**src/rtl/rcm_pkg.sv**
```systemverilog
// rcm_pkg: shared constants, codes and control types of the rms current meter
// used by rcm_ctrl, rcm_dp and rms_current_meter; no dependencies
`default_nettype none

package rcm_pkg;

	// default widths, used as defaults of the top level parameters
	localparam int ADC_BITS_DEF   = 10;
	localparam int COUNT_BITS_DEF = 14;

	// fixed widths of the accumulator and the result path
	localparam int SUM_BITS    = 40;
	localparam int ROOT_BITS   = SUM_BITS / 2;
	localparam int SCALE_BITS  = 8;
	localparam int RESULT_BITS = 16;

	localparam logic [SCALE_BITS-1:0]  SCALE_RESET = 8'd49;
	localparam logic [RESULT_BITS-1:0] RESULT_MAX  = 16'hFFFF;

	// iteration counts of the divider and the square root unit
	localparam int DIV_STEPS  = SUM_BITS;
	localparam int SQRT_STEPS = ROOT_BITS;
	localparam int STEP_BITS  = $clog2(DIV_STEPS);

	// operation codes of an input word
	localparam logic OP_MEASURE = 1'b0;
	localparam logic OP_CALIB   = 1'b1;

	// result kinds
	localparam logic KIND_CURRENT = 1'b0;
	localparam logic KIND_ZERO    = 1'b1;

	typedef logic [STEP_BITS-1:0] step_t;

	typedef enum logic [3:0] {
		ST_ACCUM,
		ST_PIPE1,
		ST_PIPE2,
		ST_DIV_LOAD,
		ST_DIV,
		ST_SQRT_LOAD,
		ST_SQRT,
		ST_SCALE,
		ST_FINISH
	} state_t;

	// commands from the controller to the datapath
	typedef struct packed {
		logic accept;
		logic div_load;
		logic div_step;
		logic sqrt_load;
		logic sqrt_step;
		logic scale;
		logic finish;
	} cmd_t;

	// status from the datapath to the controller
	typedef struct packed {
		logic calib;
		logic out_free;
	} sts_t;

endpackage

`default_nettype wire

```
**src/rtl/rms_current_meter.sv**
```systemverilog
// rms_current_meter: samples are taken one per cycle while a window is open
// a window end yields its result word, and input is held off until then: pipeline drain states,
// a divider load and the serial divider, for measurement a root load, the serial square root
// and a multiply state, then a load into the result register; a result word still stalled
// extends the hold-off
// arst_n clears control state, scale to 49 and zero level to mid scale; no sweep
`default_nettype none

module rms_current_meter #(
	parameter int ADC_BITS   = rcm_pkg::ADC_BITS_DEF,
	parameter int COUNT_BITS = rcm_pkg::COUNT_BITS_DEF
) (
	input  wire logic                             clk,
	input  wire logic                             arst_n,
	// sample words
	input  wire logic                             in_valid,
	output logic                                  in_stall,
	input  wire logic                             operation,
	input  wire logic [ADC_BITS-1:0]              adc_sample,
	input  wire logic                             window_last,
	// result words
	output logic                                  out_valid,
	input  wire logic                             out_stall,
	output logic                                  result_kind,
	output logic [rcm_pkg::RESULT_BITS-1:0]       result_value,
	// scale register write
	input  wire logic                             cfg_valid,
	output logic                                  cfg_ready,
	input  wire logic [rcm_pkg::SCALE_BITS-1:0]   cfg_data
);

	rcm_pkg::cmd_t cmd;
	rcm_pkg::sts_t sts;
	logic          cfg_write;

	// the scale register takes a word in any cycle
	assign cfg_ready = 1'b1;
	assign cfg_write = cfg_valid && cfg_ready;

	// sequencer: accumulate, drain pipeline, divide, for measurement root and scale, load result
	rcm_ctrl u_ctrl (
		.clk         (clk),
		.arst_n      (arst_n),
		.in_valid    (in_valid),
		.window_last (window_last),
		.in_stall    (in_stall),
		.sts         (sts),
		.cmd         (cmd)
	);

	// accumulator of squared deviations or raw samples, serial divider and square root, result register
	rcm_dp #(
		.ADC_BITS   (ADC_BITS),
		.COUNT_BITS (COUNT_BITS)
	) u_dp (
		.clk          (clk),
		.arst_n       (arst_n),
		.cmd          (cmd),
		.sts          (sts),
		.operation    (operation),
		.adc_sample   (adc_sample),
		.window_last  (window_last),
		.cfg_valid    (cfg_write),
		.cfg_data     (cfg_data),
		.out_valid    (out_valid),
		.out_stall    (out_stall),
		.result_kind  (result_kind),
		.result_value (result_value)
	);

endmodule

`default_nettype wire

```
**src/rtl/rcm_ctrl.sv**
```systemverilog
// rcm_ctrl: sequencing state machine of the rms current meter
// depends on rcm_pkg (state type, command and status structs, step counts)
`default_nettype none

module rcm_ctrl (
	input  wire logic          clk,
	input  wire logic          arst_n,
	input  wire logic          in_valid,
	input  wire logic          window_last,
	output logic               in_stall,
	input  rcm_pkg::sts_t      sts,
	output rcm_pkg::cmd_t      cmd
);

	rcm_pkg::state_t state_q;
	rcm_pkg::state_t state_d;
	rcm_pkg::step_t  step_q;
	logic            accept;

	assign in_stall = (state_q != rcm_pkg::ST_ACCUM);
	assign accept   = in_valid && !in_stall;

	// next state
	always_comb begin
		state_d = state_q;
		unique case (state_q)
			rcm_pkg::ST_ACCUM: begin
				if (accept && window_last) state_d = rcm_pkg::ST_PIPE1;
			end
			rcm_pkg::ST_PIPE1:     state_d = rcm_pkg::ST_PIPE2;
			rcm_pkg::ST_PIPE2:     state_d = rcm_pkg::ST_DIV_LOAD;
			rcm_pkg::ST_DIV_LOAD:  state_d = rcm_pkg::ST_DIV;
			rcm_pkg::ST_DIV: begin
				if (step_q == rcm_pkg::STEP_BITS'(rcm_pkg::DIV_STEPS - 1)) begin
					if (sts.calib) state_d = rcm_pkg::ST_FINISH;
					else           state_d = rcm_pkg::ST_SQRT_LOAD;
				end
			end
			rcm_pkg::ST_SQRT_LOAD: state_d = rcm_pkg::ST_SQRT;
			rcm_pkg::ST_SQRT: begin
				if (step_q == rcm_pkg::STEP_BITS'(rcm_pkg::SQRT_STEPS - 1))
					state_d = rcm_pkg::ST_SCALE;
			end
			rcm_pkg::ST_SCALE:     state_d = rcm_pkg::ST_FINISH;
			rcm_pkg::ST_FINISH: begin
				if (sts.out_free) state_d = rcm_pkg::ST_ACCUM;
			end
			default:               state_d = rcm_pkg::ST_ACCUM;
		endcase
	end

	// outputs
	always_comb begin
		cmd           = '0;
		cmd.accept    = accept;
		cmd.div_load  = (state_q == rcm_pkg::ST_DIV_LOAD);
		cmd.div_step  = (state_q == rcm_pkg::ST_DIV);
		cmd.sqrt_load = (state_q == rcm_pkg::ST_SQRT_LOAD);
		cmd.sqrt_step = (state_q == rcm_pkg::ST_SQRT);
		cmd.scale     = (state_q == rcm_pkg::ST_SCALE);
		cmd.finish    = (state_q == rcm_pkg::ST_FINISH) && sts.out_free;
	end

	always_ff @(posedge clk or negedge arst_n) begin
		if (!arst_n) begin
			state_q <= rcm_pkg::ST_ACCUM;
			step_q  <= '0;
		end else begin
			state_q <= state_d;
			if (state_q == rcm_pkg::ST_DIV || state_q == rcm_pkg::ST_SQRT)
				step_q <= step_q + 1'b1;
			else
				step_q <= '0;
		end
	end

endmodule

`default_nettype wire

```
**src/rtl/rcm_dp.sv**
```systemverilog
// rcm_dp: accumulation pipeline, serial divider, serial square root, scaling
// and result register of the rms current meter; depends on rcm_pkg
`default_nettype none

module rcm_dp #(
	parameter int ADC_BITS   = rcm_pkg::ADC_BITS_DEF,
	parameter int COUNT_BITS = rcm_pkg::COUNT_BITS_DEF
) (
	input  wire logic                             clk,
	input  wire logic                             arst_n,
	input  rcm_pkg::cmd_t                         cmd,
	output rcm_pkg::sts_t                         sts,
	input  wire logic                             operation,
	input  wire logic [ADC_BITS-1:0]              adc_sample,
	input  wire logic                             window_last,
	input  wire logic                             cfg_valid,
	input  wire logic [rcm_pkg::SCALE_BITS-1:0]   cfg_data,
	output logic                                  out_valid,
	input  wire logic                             out_stall,
	output logic                                  result_kind,
	output logic [rcm_pkg::RESULT_BITS-1:0]       result_value
);

	localparam int SQ_BITS   = 2 * ADC_BITS;
	localparam int SUM_BITS  = rcm_pkg::SUM_BITS;
	localparam int ROOT_BITS = rcm_pkg::ROOT_BITS;
	localparam int PROD_BITS = ROOT_BITS + rcm_pkg::SCALE_BITS;
	localparam logic [COUNT_BITS-1:0] COUNT_MAX = {COUNT_BITS{1'b1}};
	localparam logic [ADC_BITS-1:0]   ADC_MAX   = {ADC_BITS{1'b1}};
	localparam logic [ADC_BITS-1:0]   ZERO_RST  = {1'b1, {(ADC_BITS-1){1'b0}}};
	localparam logic [SUM_BITS-1:0]   BIT_TOP   = {2'b01, {(SUM_BITS-2){1'b0}}};

	logic [rcm_pkg::SCALE_BITS-1:0] scale_q;
	logic [ADC_BITS-1:0]            zero_q;
	logic [COUNT_BITS-1:0]          count_q;
	logic [SUM_BITS-1:0]            sum_q;
	logic                           last_op_q;

	logic                valid_s1;
	logic                op_s1;
	logic [ADC_BITS-1:0] sample_s1;
	logic                valid_s2;
	logic [SQ_BITS-1:0]  add_s2;

	logic [ADC_BITS-1:0] diff;
	logic [SQ_BITS-1:0]  square;
	logic [SUM_BITS:0]   sum_ext;

	logic [SUM_BITS-1:0]   num_q;
	logic [COUNT_BITS-1:0] rem_q;
	logic [COUNT_BITS:0]   trial;
	logic [COUNT_BITS:0]   trial_sub;
	logic                  q_bit;

	logic [SUM_BITS-1:0] v_q;
	logic [SUM_BITS-1:0] root_q;
	logic [SUM_BITS-1:0] bit_q;
	logic [SUM_BITS-1:0] root_try;

	logic [PROD_BITS-1:0]            prod_q;
	logic [ADC_BITS-1:0]             mean_sat;
	logic [rcm_pkg::RESULT_BITS-1:0] cur_sat;

	logic                            out_valid_q;
	logic                            out_kind_q;
	logic [rcm_pkg::RESULT_BITS-1:0] out_value_q;

	// squared distance from the zero level
	always_comb begin
		if (sample_s1 >= zero_q) diff = sample_s1 - zero_q;
		else                     diff = zero_q - sample_s1;
		square  = SQ_BITS'(diff) * SQ_BITS'(diff);
		sum_ext = {1'b0, sum_q} + (SUM_BITS + 1)'(add_s2);
	end

	// restoring divider, one quotient bit per step
	always_comb begin
		trial     = {rem_q, num_q[SUM_BITS-1]};
		trial_sub = trial - {1'b0, count_q};
		q_bit     = (trial >= {1'b0, count_q}) && (count_q != '0);
	end

	assign root_try = root_q + bit_q;

	// final saturation of both result kinds
	always_comb begin
		if (num_q > SUM_BITS'(ADC_MAX)) mean_sat = ADC_MAX;
		else                            mean_sat = num_q[ADC_BITS-1:0];
		if (prod_q > PROD_BITS'(rcm_pkg::RESULT_MAX)) cur_sat = rcm_pkg::RESULT_MAX;
		else                                          cur_sat = prod_q[rcm_pkg::RESULT_BITS-1:0];
	end

	// control-bearing state
	always_ff @(posedge clk or negedge arst_n) begin
		if (!arst_n) begin
			scale_q     <= rcm_pkg::SCALE_RESET;
			zero_q      <= ZERO_RST;
			count_q     <= '0;
			sum_q       <= '0;
			last_op_q   <= rcm_pkg::OP_MEASURE;
			valid_s1    <= 1'b0;
			valid_s2    <= 1'b0;
			out_valid_q <= 1'b0;
		end else begin
			if (cfg_valid) scale_q <= cfg_data;

			valid_s1 <= cmd.accept && (count_q != COUNT_MAX);
			valid_s2 <= valid_s1;

			if (cmd.accept && window_last) last_op_q <= operation;

			if (cmd.finish) begin
				count_q <= '0;
				sum_q   <= '0;
				if (last_op_q == rcm_pkg::OP_CALIB) zero_q <= mean_sat;
			end else begin
				if (cmd.accept && count_q != COUNT_MAX) count_q <= count_q + 1'b1;
				if (valid_s2) begin
					if (sum_ext[SUM_BITS]) sum_q <= '1;
					else                   sum_q <= sum_ext[SUM_BITS-1:0];
				end
			end

			if (cmd.finish)                       out_valid_q <= 1'b1;
			else if (out_valid_q && !out_stall)   out_valid_q <= 1'b0;
		end
	end

	// payload registers
	always_ff @(posedge clk) begin
		if (cmd.accept) begin
			op_s1     <= operation;
			sample_s1 <= adc_sample;
		end

		if (op_s1 == rcm_pkg::OP_CALIB) add_s2 <= SQ_BITS'(sample_s1);
		else                            add_s2 <= square;

		if (cmd.div_load) begin
			num_q <= sum_q;
			rem_q <= '0;
		end else if (cmd.div_step) begin
			num_q <= {num_q[SUM_BITS-2:0], q_bit};
			if (q_bit) rem_q <= trial_sub[COUNT_BITS-1:0];
			else       rem_q <= trial[COUNT_BITS-1:0];
		end

		if (cmd.sqrt_load) begin
			v_q    <= num_q;
			root_q <= '0;
			bit_q  <= BIT_TOP;
		end else if (cmd.sqrt_step) begin
			if (v_q >= root_try) begin
				v_q    <= v_q - root_try;
				root_q <= (root_q >> 1) + bit_q;
			end else begin
				root_q <= root_q >> 1;
			end
			bit_q <= bit_q >> 2;
		end

		if (cmd.scale) prod_q <= PROD_BITS'(root_q[ROOT_BITS-1:0]) * PROD_BITS'(scale_q);

		if (cmd.finish) begin
			if (last_op_q == rcm_pkg::OP_CALIB) begin
				out_kind_q  <= rcm_pkg::KIND_ZERO;
				out_value_q <= rcm_pkg::RESULT_BITS'(mean_sat);
			end else begin
				out_kind_q  <= rcm_pkg::KIND_CURRENT;
				out_value_q <= cur_sat;
			end
		end
	end

	assign sts.calib    = (last_op_q == rcm_pkg::OP_CALIB);
	assign sts.out_free = !out_valid_q || !out_stall;

	assign out_valid    = out_valid_q;
	assign result_kind  = out_kind_q;
	assign result_value = out_value_q;

endmodule

`default_nettype wire
```
**config.mk**
```make
export PLATFORM = sky130hd
export DESIGN_NAME = rms_current_meter
export DESIGN_NICKNAME = d
export VERILOG_FILES = /design/src/rtl/rcm_pkg.sv /design/src/rtl/rms_current_meter.sv /design/src/rtl/rcm_ctrl.sv /design/src/rtl/rcm_dp.sv
export SDC_FILE = /design/constraint.sdc
export NUM_CORES = 1
export LEC_CHECK = 0
export BUFFER_PORTS_ARGS = -buffer_cell sky130_fd_sc_hd__buf_2
export CAP_MARGIN = 20
export CORE_MARGIN = 2
export CORE_UTILIZATION = 51
export DETAILED_ROUTE_END_ITERATION = 6
export GPL_ROUTABILITY_DRIVEN = 0
export PLACE_DENSITY = 0.66
export SETUP_SLACK_MARGIN = 0.1
export SLEW_MARGIN = 20
export SYNTH_ARGS = -nofsm -noshare
export SYNTH_HDL_FRONTEND = slang
export SYNTH_SLANG_ARGS = --single-unit
```
**constraint.sdc**
```tcl
create_clock -name clk -period 10.6 [get_ports clk]
set_input_delay 1.59 -clock clk [delete_from_list [all_inputs] [get_ports clk]]
set_output_delay 1.59 -clock clk [all_outputs]
set_load 0.01 [all_outputs]
```
==> Word level (Yosys, flattened, before mapping) <==
Cells that the tools add are included.
{ "classes": {"n_addsub": 9, "multipliers": 2, "n_lt_le_gt_ge": 5, "eq_ne": 15, "n_mux": 27, "n_reduce_logical": 23} }
{ "ops": {"columns": ["operator", "n"], "rows": [
  ["two-way mux 40 bit", 9],
  ["two-way mux 14 bit", 3],
  ["adder 40 x 20 -> 41 bit", 1],
  ["adder 39 x 39 -> 40 bit", 1],
  ["adder 40 x 39 -> 40 bit", 1],
  ["greater-or-equal comparator 40 bit", 1],
  ["> comparator 40 x 10 -> 1 bit (second input constant)", 1],
  ["two-way mux 10 bit", 4],
  ["subtractor 40 bit", 1],
  ["one-hot mux 4 bit (9 select lines)", 1],
  ["> comparator 28 x 16 -> 1 bit (second input constant)", 1],
  ["multiplier 20 x 8 -> 28 bit", 1],
  ["multiplier 10 x 10 -> 20 bit", 1],
  ["two-way mux 4 bit", 5],
  ["subtractor 10 bit", 2],
  ["== test 4 x 3 -> 1 bit (second input constant)", 4],
  ["two-way mux 16 bit", 1],
  ["greater-or-equal comparator 15 x 14 -> 1 bit", 1],
  ["adder 14 x 1 -> 14 bit (second input constant)", 1],
  ["!= test 14 bit (second input constant)", 1],
  ["nonzero test 14 bit", 1],
  ["subtractor 14 bit", 1],
  ["nonzero test 2 bit", 6],
  ["greater-or-equal comparator 10 bit", 1],
  ["16 further kinds", 31]
]} }
{ "totals": {"register_bits": 316, "in_bits": 25, "out_inout_bits": 20, "elab_cells": 104} }

==> Longest topological paths before layout <==
{ "logic_depth": {"depth_word": 6, "ltp_mapped": 34, "mapped_depth_nobuf": 33} }

==> Hierarchy <==
Synthesis repeated with hierarchy kept, for this count alone.
{ "hier_totals": {"hier_cells": 3047, "hier_area_um2": 27799.2} }
{ "by_module_without_submodules": {"columns": ["mod", "n_inst", "cells_per_inst", "area_per_inst_um2", "seq_area_each_um2"], "rows": [
  ["rcm_dp", 1, 2983, 27202.3, 7872.6],
  ["rcm_ctrl", 1, 62, 585.6, 250.2],
  ["rms_current_meter", 1, 2, 11.3, 0.0]
]} }

==> Worst setup path after synthesis <==
OpenSTA, ideal clock, no wires.
{ "synth_path": {"path_kind": "register to register", "from": "reg u_dp.bit_q[2]", "to": "reg u_dp.v_q[0] (enable)", "setup_time_ns": 0.493, "t_arrival_ns": 7.195, "t_required_ns": 10.107, "slack_ns": 2.912, "path_stages_with_launch": 20, "path_buffers": 1, "period_less_slack_ns": 7.688, "path_cell_list": "dfxtp_1 -> ha_1 -> a31oi_1 -> o21ai_0 -> a41oi_1 -> o21ai_0 -> a21oi_1 -> o21bai_1 -> a31o_2 -> a31oi_1 -> xor2_1 -> ha_1 -> and3_1 -> nand2_1 -> or3_1 -> nand2b_1 -> a211oi_2 -> nor2_1 -> clkbuf_1 -> o21ai_0"} }
{ "synth_between": {"elab_chain_cells": 4} }
{ "synth_rtl": {"columns": ["element", "line", "source"], "rows": [
  ["start: declaration", "rcm_dp.sv:57", "logic [SUM_BITS-1:0] bit_q;"],
  ["start signal: assignment", "rcm_dp.sv:159", "bit_q <= bit_q >> 2;"],
  ["adder 40 x 39 -> 40 bit", "rcm_dp.sv:83", "assign root_try = root_q + bit_q;"],
  ["greater-or-equal comparator 40 bit", "rcm_dp.sv:153", "if (v_q >= root_try) begin"],
  ["nonzero test 2 bit (no line)", null, null],
  ["AND reduction 2 bit (no line)", null, null],
  ["end signal: assignment", "rcm_dp.sv:149", "v_q <= num_q;"],
  ["end signal: assignment", "rcm_dp.sv:154", "v_q <= v_q - root_try;"],
  ["end: declaration", "rcm_dp.sv:55", "logic [SUM_BITS-1:0] v_q;"]
]} }
No other way between the ends.
A chain may end at the register's enable or synchronous reset.

==> Final worst setup path <==
{ "layout_path": {"from": "reg u_dp.sample_s1[0]", "to": "reg u_dp.add_s2[18]"} }
{ "layout_between": {"elab_chain_cells": 3, "word_cells_on_any_way": 5, "cone_classes": "add/sub (2); mul (1); order compare (1); mux (1)"} }
{ "layout_rtl": {"columns": ["element", "line", "source"], "rows": [
  ["start: declaration", "rcm_dp.sv:41", "logic [ADC_BITS-1:0] sample_s1;"],
  ["start signal: assignment", "rcm_dp.sv:133", "sample_s1 <= adc_sample;"],
  ["subtractor 10 bit (tied with other cells)", "rcm_dp.sv:71", "else diff = zero_q - sample_s1;"],
  ["two-way mux 10 bit *", "rcm_dp.sv:70", "if (sample_s1 >= zero_q) diff = sample_s1 - zero_q;"],
  ["multiplier 10 x 10 -> 20 bit *", "rcm_dp.sv:72", "square = SQ_BITS'(diff) * SQ_BITS'(diff);"],
  ["end signal: assignment", "rcm_dp.sv:136", "if (op_s1 == rcm_pkg::OP_CALIB) add_s2 <= SQ_BITS'(sample_s1);"],
  ["end signal: assignment", "rcm_dp.sv:137", "else add_s2 <= square;"],
  ["end: declaration", "rcm_dp.sv:43", "logic [SQ_BITS-1:0] add_s2;"]
]} }
Every way passes the cells marked *; elsewhere a longest branch is shown, timed or not.

==> key figures <==
Worst setup path
  • Arrival time at the worst endpoint: around 8700 ps
  • Worst setup startpoint: u_dp.sample_s1[0]
  • Slowest stage cell, crit path: ha_1
  • Critical Path Sink Type: flip-flop
  • Most common cell on crit path: fa_1
  • Worst r2r dst: u_dp.add_s2[18]
  • Crit path buf inv count: 5
  • R2R Path Start: u_dp.sample_s1[0]
  • R2R depth: 27
  • Top delay family on crit path: adder cells
  • Worst EP required: approximately 11000 ps
  • R2R Setup Slk: 2320 ps
  • Critical Path Fanout Max: 14
  • Crit path kind: reg2reg
  • Slowest stage delay, CP: roughly 590 ps
  • Critical path launch point type: flip-flop

STA
  • Actual slew at the worst max-slew pin: 1047 ps
  • Clock skew: 26.03 ps
  • Fmax: 0.1208 GHz
  • Slew Limit Fails: 0
  • Setup TNS: 0 ps
  • Final hold violation count: 0
  • Fin crit share: 78.11%
  • Worst slew margin: 30.20%
  • RSZ-0062 raised after global routing: no
  • Final setup violation count: 0
  • Min cycle time layout: 8279 ps

Clocking
  • CTS tree: done
  • Clk root buf: clkbuf_16
  • CTS Buf Count: 39
  • CTS H-tree lvls: 2
  • Clock transition at path regs: 60 ps
  • Setup bufs post-CTS: 0
  • Maximum buffer depth of the clock tree: 3
  • Worst skew pair latency: about 580 ps
  • Post-CTS Resized: 0
  • CTS Hold Bufs: 0
  • Clk sink count: 316

Global routing
  • Initial antenna violation count: 1
  • Tot GR Track Use: 24.45%
  • Largest net degree at the start of global routing: just over 100
  • GR Overflow Total: 0
  • Vias in the first global route: between 20k and 25k
  • First-pass GRT wire length: 112.7 mm

Yosys
  • Syn_nets: 3472
  • Distinct cell type count after synthesis: 85
  • Syn. warnings: 0
  • Yosys reg bits: 316
  • Seq/Total Area, Yosys: around 30%
  • Post-Synthesis Cells: between 3k and 4k
  • Post-synth EDFFs: 136
  • Synth Area per Inst: 8.975 µm²
  • Mapped Area: 27370 µm²
  • Ys flop type: edfxtp_1
  • Fraction of registers with async set/reset: 27.22%

Placed design
  • Placed Cells incl. Taps: ~3.7k
  • Port bufs: 43
  • DP HPWL: 49.05 mm

Cells and area
  • Area growth syn-to-layout: 7.359%
  • Final cell count without fillers: 3724
  • Area of the multi-input gates: between 15000 and 20000 µm²
  • Storage cell area: 8123 µm²
  • N_diodes: 0
  • Share of cells above drive strength 1: 6.917%
  • Fin nets: 3428
  • Filler Cell Count: 4800

Job
  • Max_cap viols: 0

Worst hold path
  • WHS Path Cells: 0
  • Endpoint, Worst Hold: u_dp.valid_s2
  • Hold Path Class: reg2reg
  • HP Start: u_dp.valid_s1

Floorplanning
  • Die area: 55540 µm²
  • Die X: 235.7 µm
  • Ports: 45
  • Initial Util: 51.88%
  • DIE HEIGHT: 235.7 µm
  • Core region area: around 53000 µm²
  • FP Rows: 84

Routing
  • Routed WL: between 60 and 70 mm
  • Routed WL per cell: about 18 µm
  • Vias per cell: just under 6
  • DRC errors left: 0
  • 1st-pass router iterations: 6
  • Total number of vias: 22.09k
  • Initial DRC count: 1646
  • Post-route ant nets: 0

Outcome
  • Run status: finished clean
routing by layer:
metal  part of all wire [%]  wire length, µm  global-route usage, %  vias to the layer above
met5                      0                0                      0                        -
met4                    2.4             1596                  6.948                        0
met3                    5.0             3326                  3.412                      118
met2                     47            30990                  40.25                      560
met1                     46            30610                  33.66                    10822
li1                       -                -                      -                    10586
worst max path at each step:
stage	slack (ps)	to	cells past startpoint
global route	1740	u_dp.add_s2[18]	27
finish	2320	u_dp.add_s2[18]	27
detailed placement	2390	u_dp.add_s2[18]	27
CTS	2350	u_dp.add_s2[18]	27
global placement	2560	u_dp.add_s2[18]	27
floorplan	2910	u_dp.v_q[0]	19
synth_stat cells (8+ instances only):
master	count	area, µm²
nand2_1	297	1115
inv_1	276	1036
ha_1	236	2953
nor2_1	190	713.2
a21oi_1	183	915.9
o21ai_0	182	910.9
fa_1	161	3223
edfxtp_1	136	4084
clkbuf_1	131	491.7
nand3_1	118	590.6
xnor2_1	105	919.6
dfxtp_1	94	1882
xor2_1	91	797.0
and2_1	88	550.5
dfrtp_1	82	2052
a21o_1	65	488.0
a31oi_1	62	387.9
mux2_2	50	563.0
nor3_1	46	230.2
nand4_1	38	237.7
nor2b_1	32	200.2
o21bai_1	28	210.2
nand2b_1	27	168.9
and3_1	25	156.4
a211oi_1	23	172.7
nor4_1	23	143.9
o21a_1	19	142.6
o31ai_1	18	135.1
mux2i_1	14	140.1
or3_1	14	87.58
o311ai_0	13	113.9
and4_1	11	96.34
o22ai_1	11	68.82
a41oi_1	10	87.58
o22a_1	10	87.58
o211ai_1	8	60.06
final cells by class:
cell class                      instances  share of cell area (%)
Clock buffer                           48                   3.610
Tap cell                              688                   2.929
Clock inverter                         23                  0.9196
Inverter                              279                   3.564
Sequential cell                       316                   27.64
Timing Repair Buffer                   60                   1.175
Multi-Input combinational cell       2310                   60.16
sequential cells by signal, indices dropped and copies added (netlist names), 14 cells and up:
name	count
u_dp.rem_q	14
u_dp.count_q	14
u_dp.result_value	16
u_dp.v_q	40
u_dp.sum_q	40
u_dp.prod_q	28
u_dp.root_q	40
u_dp.add_s2	20
u_dp.num_q	40
u_dp.bit_q	20
per-stage QoR:
stage | cell area, µm² | utilization, % | hold slack (ps) | worst slack [ps]
finish | 29390 | 55.70 | 358.2 | 2321
global route | 29390 | 55.70 | 360.4 | 1740
CTS | 29390 | 55.70 | 355.7 | 2351
detailed placement | 28060 | 53.18 | 351.1 | 2386
global placement | 28060 | 53.18 | 339.4 | 2564
floorplan | 27370 | - | 331.2 | 2912
layout by cell type, fill, tap and decap left out, types with 45 or more instances in the layout:
master and instances:
xor2_1 91, xnor2_1 105, a31oi_1 62, nor2_1 188
dfrtp_1 82, nor3_1 45, and2_1 88, dfxtp_1 94
inv_1 276, a21oi_1 183, nand2_1 296, ha_1 236
edfxtp_1 136, fa_1 161, nand3_1 118, o21ai_0 181
mux2_2 50, a21o_1 65
cell families (layout without fill, tap and decap cells):
kind of cell / Yosys count / count (layout) / synth area share (%)
buf+inv: 424 / 410 / 5.883
simple gates: 939 / 939 / 16.50
mux: 66 / 66 / 2.706
other cells: 1 / 1 / 0.01370
flops: 316 / 316 / 29.67
compound gates: 710 / 710 / 16.34
fa+ha+maj: 397 / 397 / 22.56
xor+xnor: 197 / 197 / 6.331
Power is not shown: default switching activity piles up to over one toggle a cycle in this logic, so the estimate is an artifact.
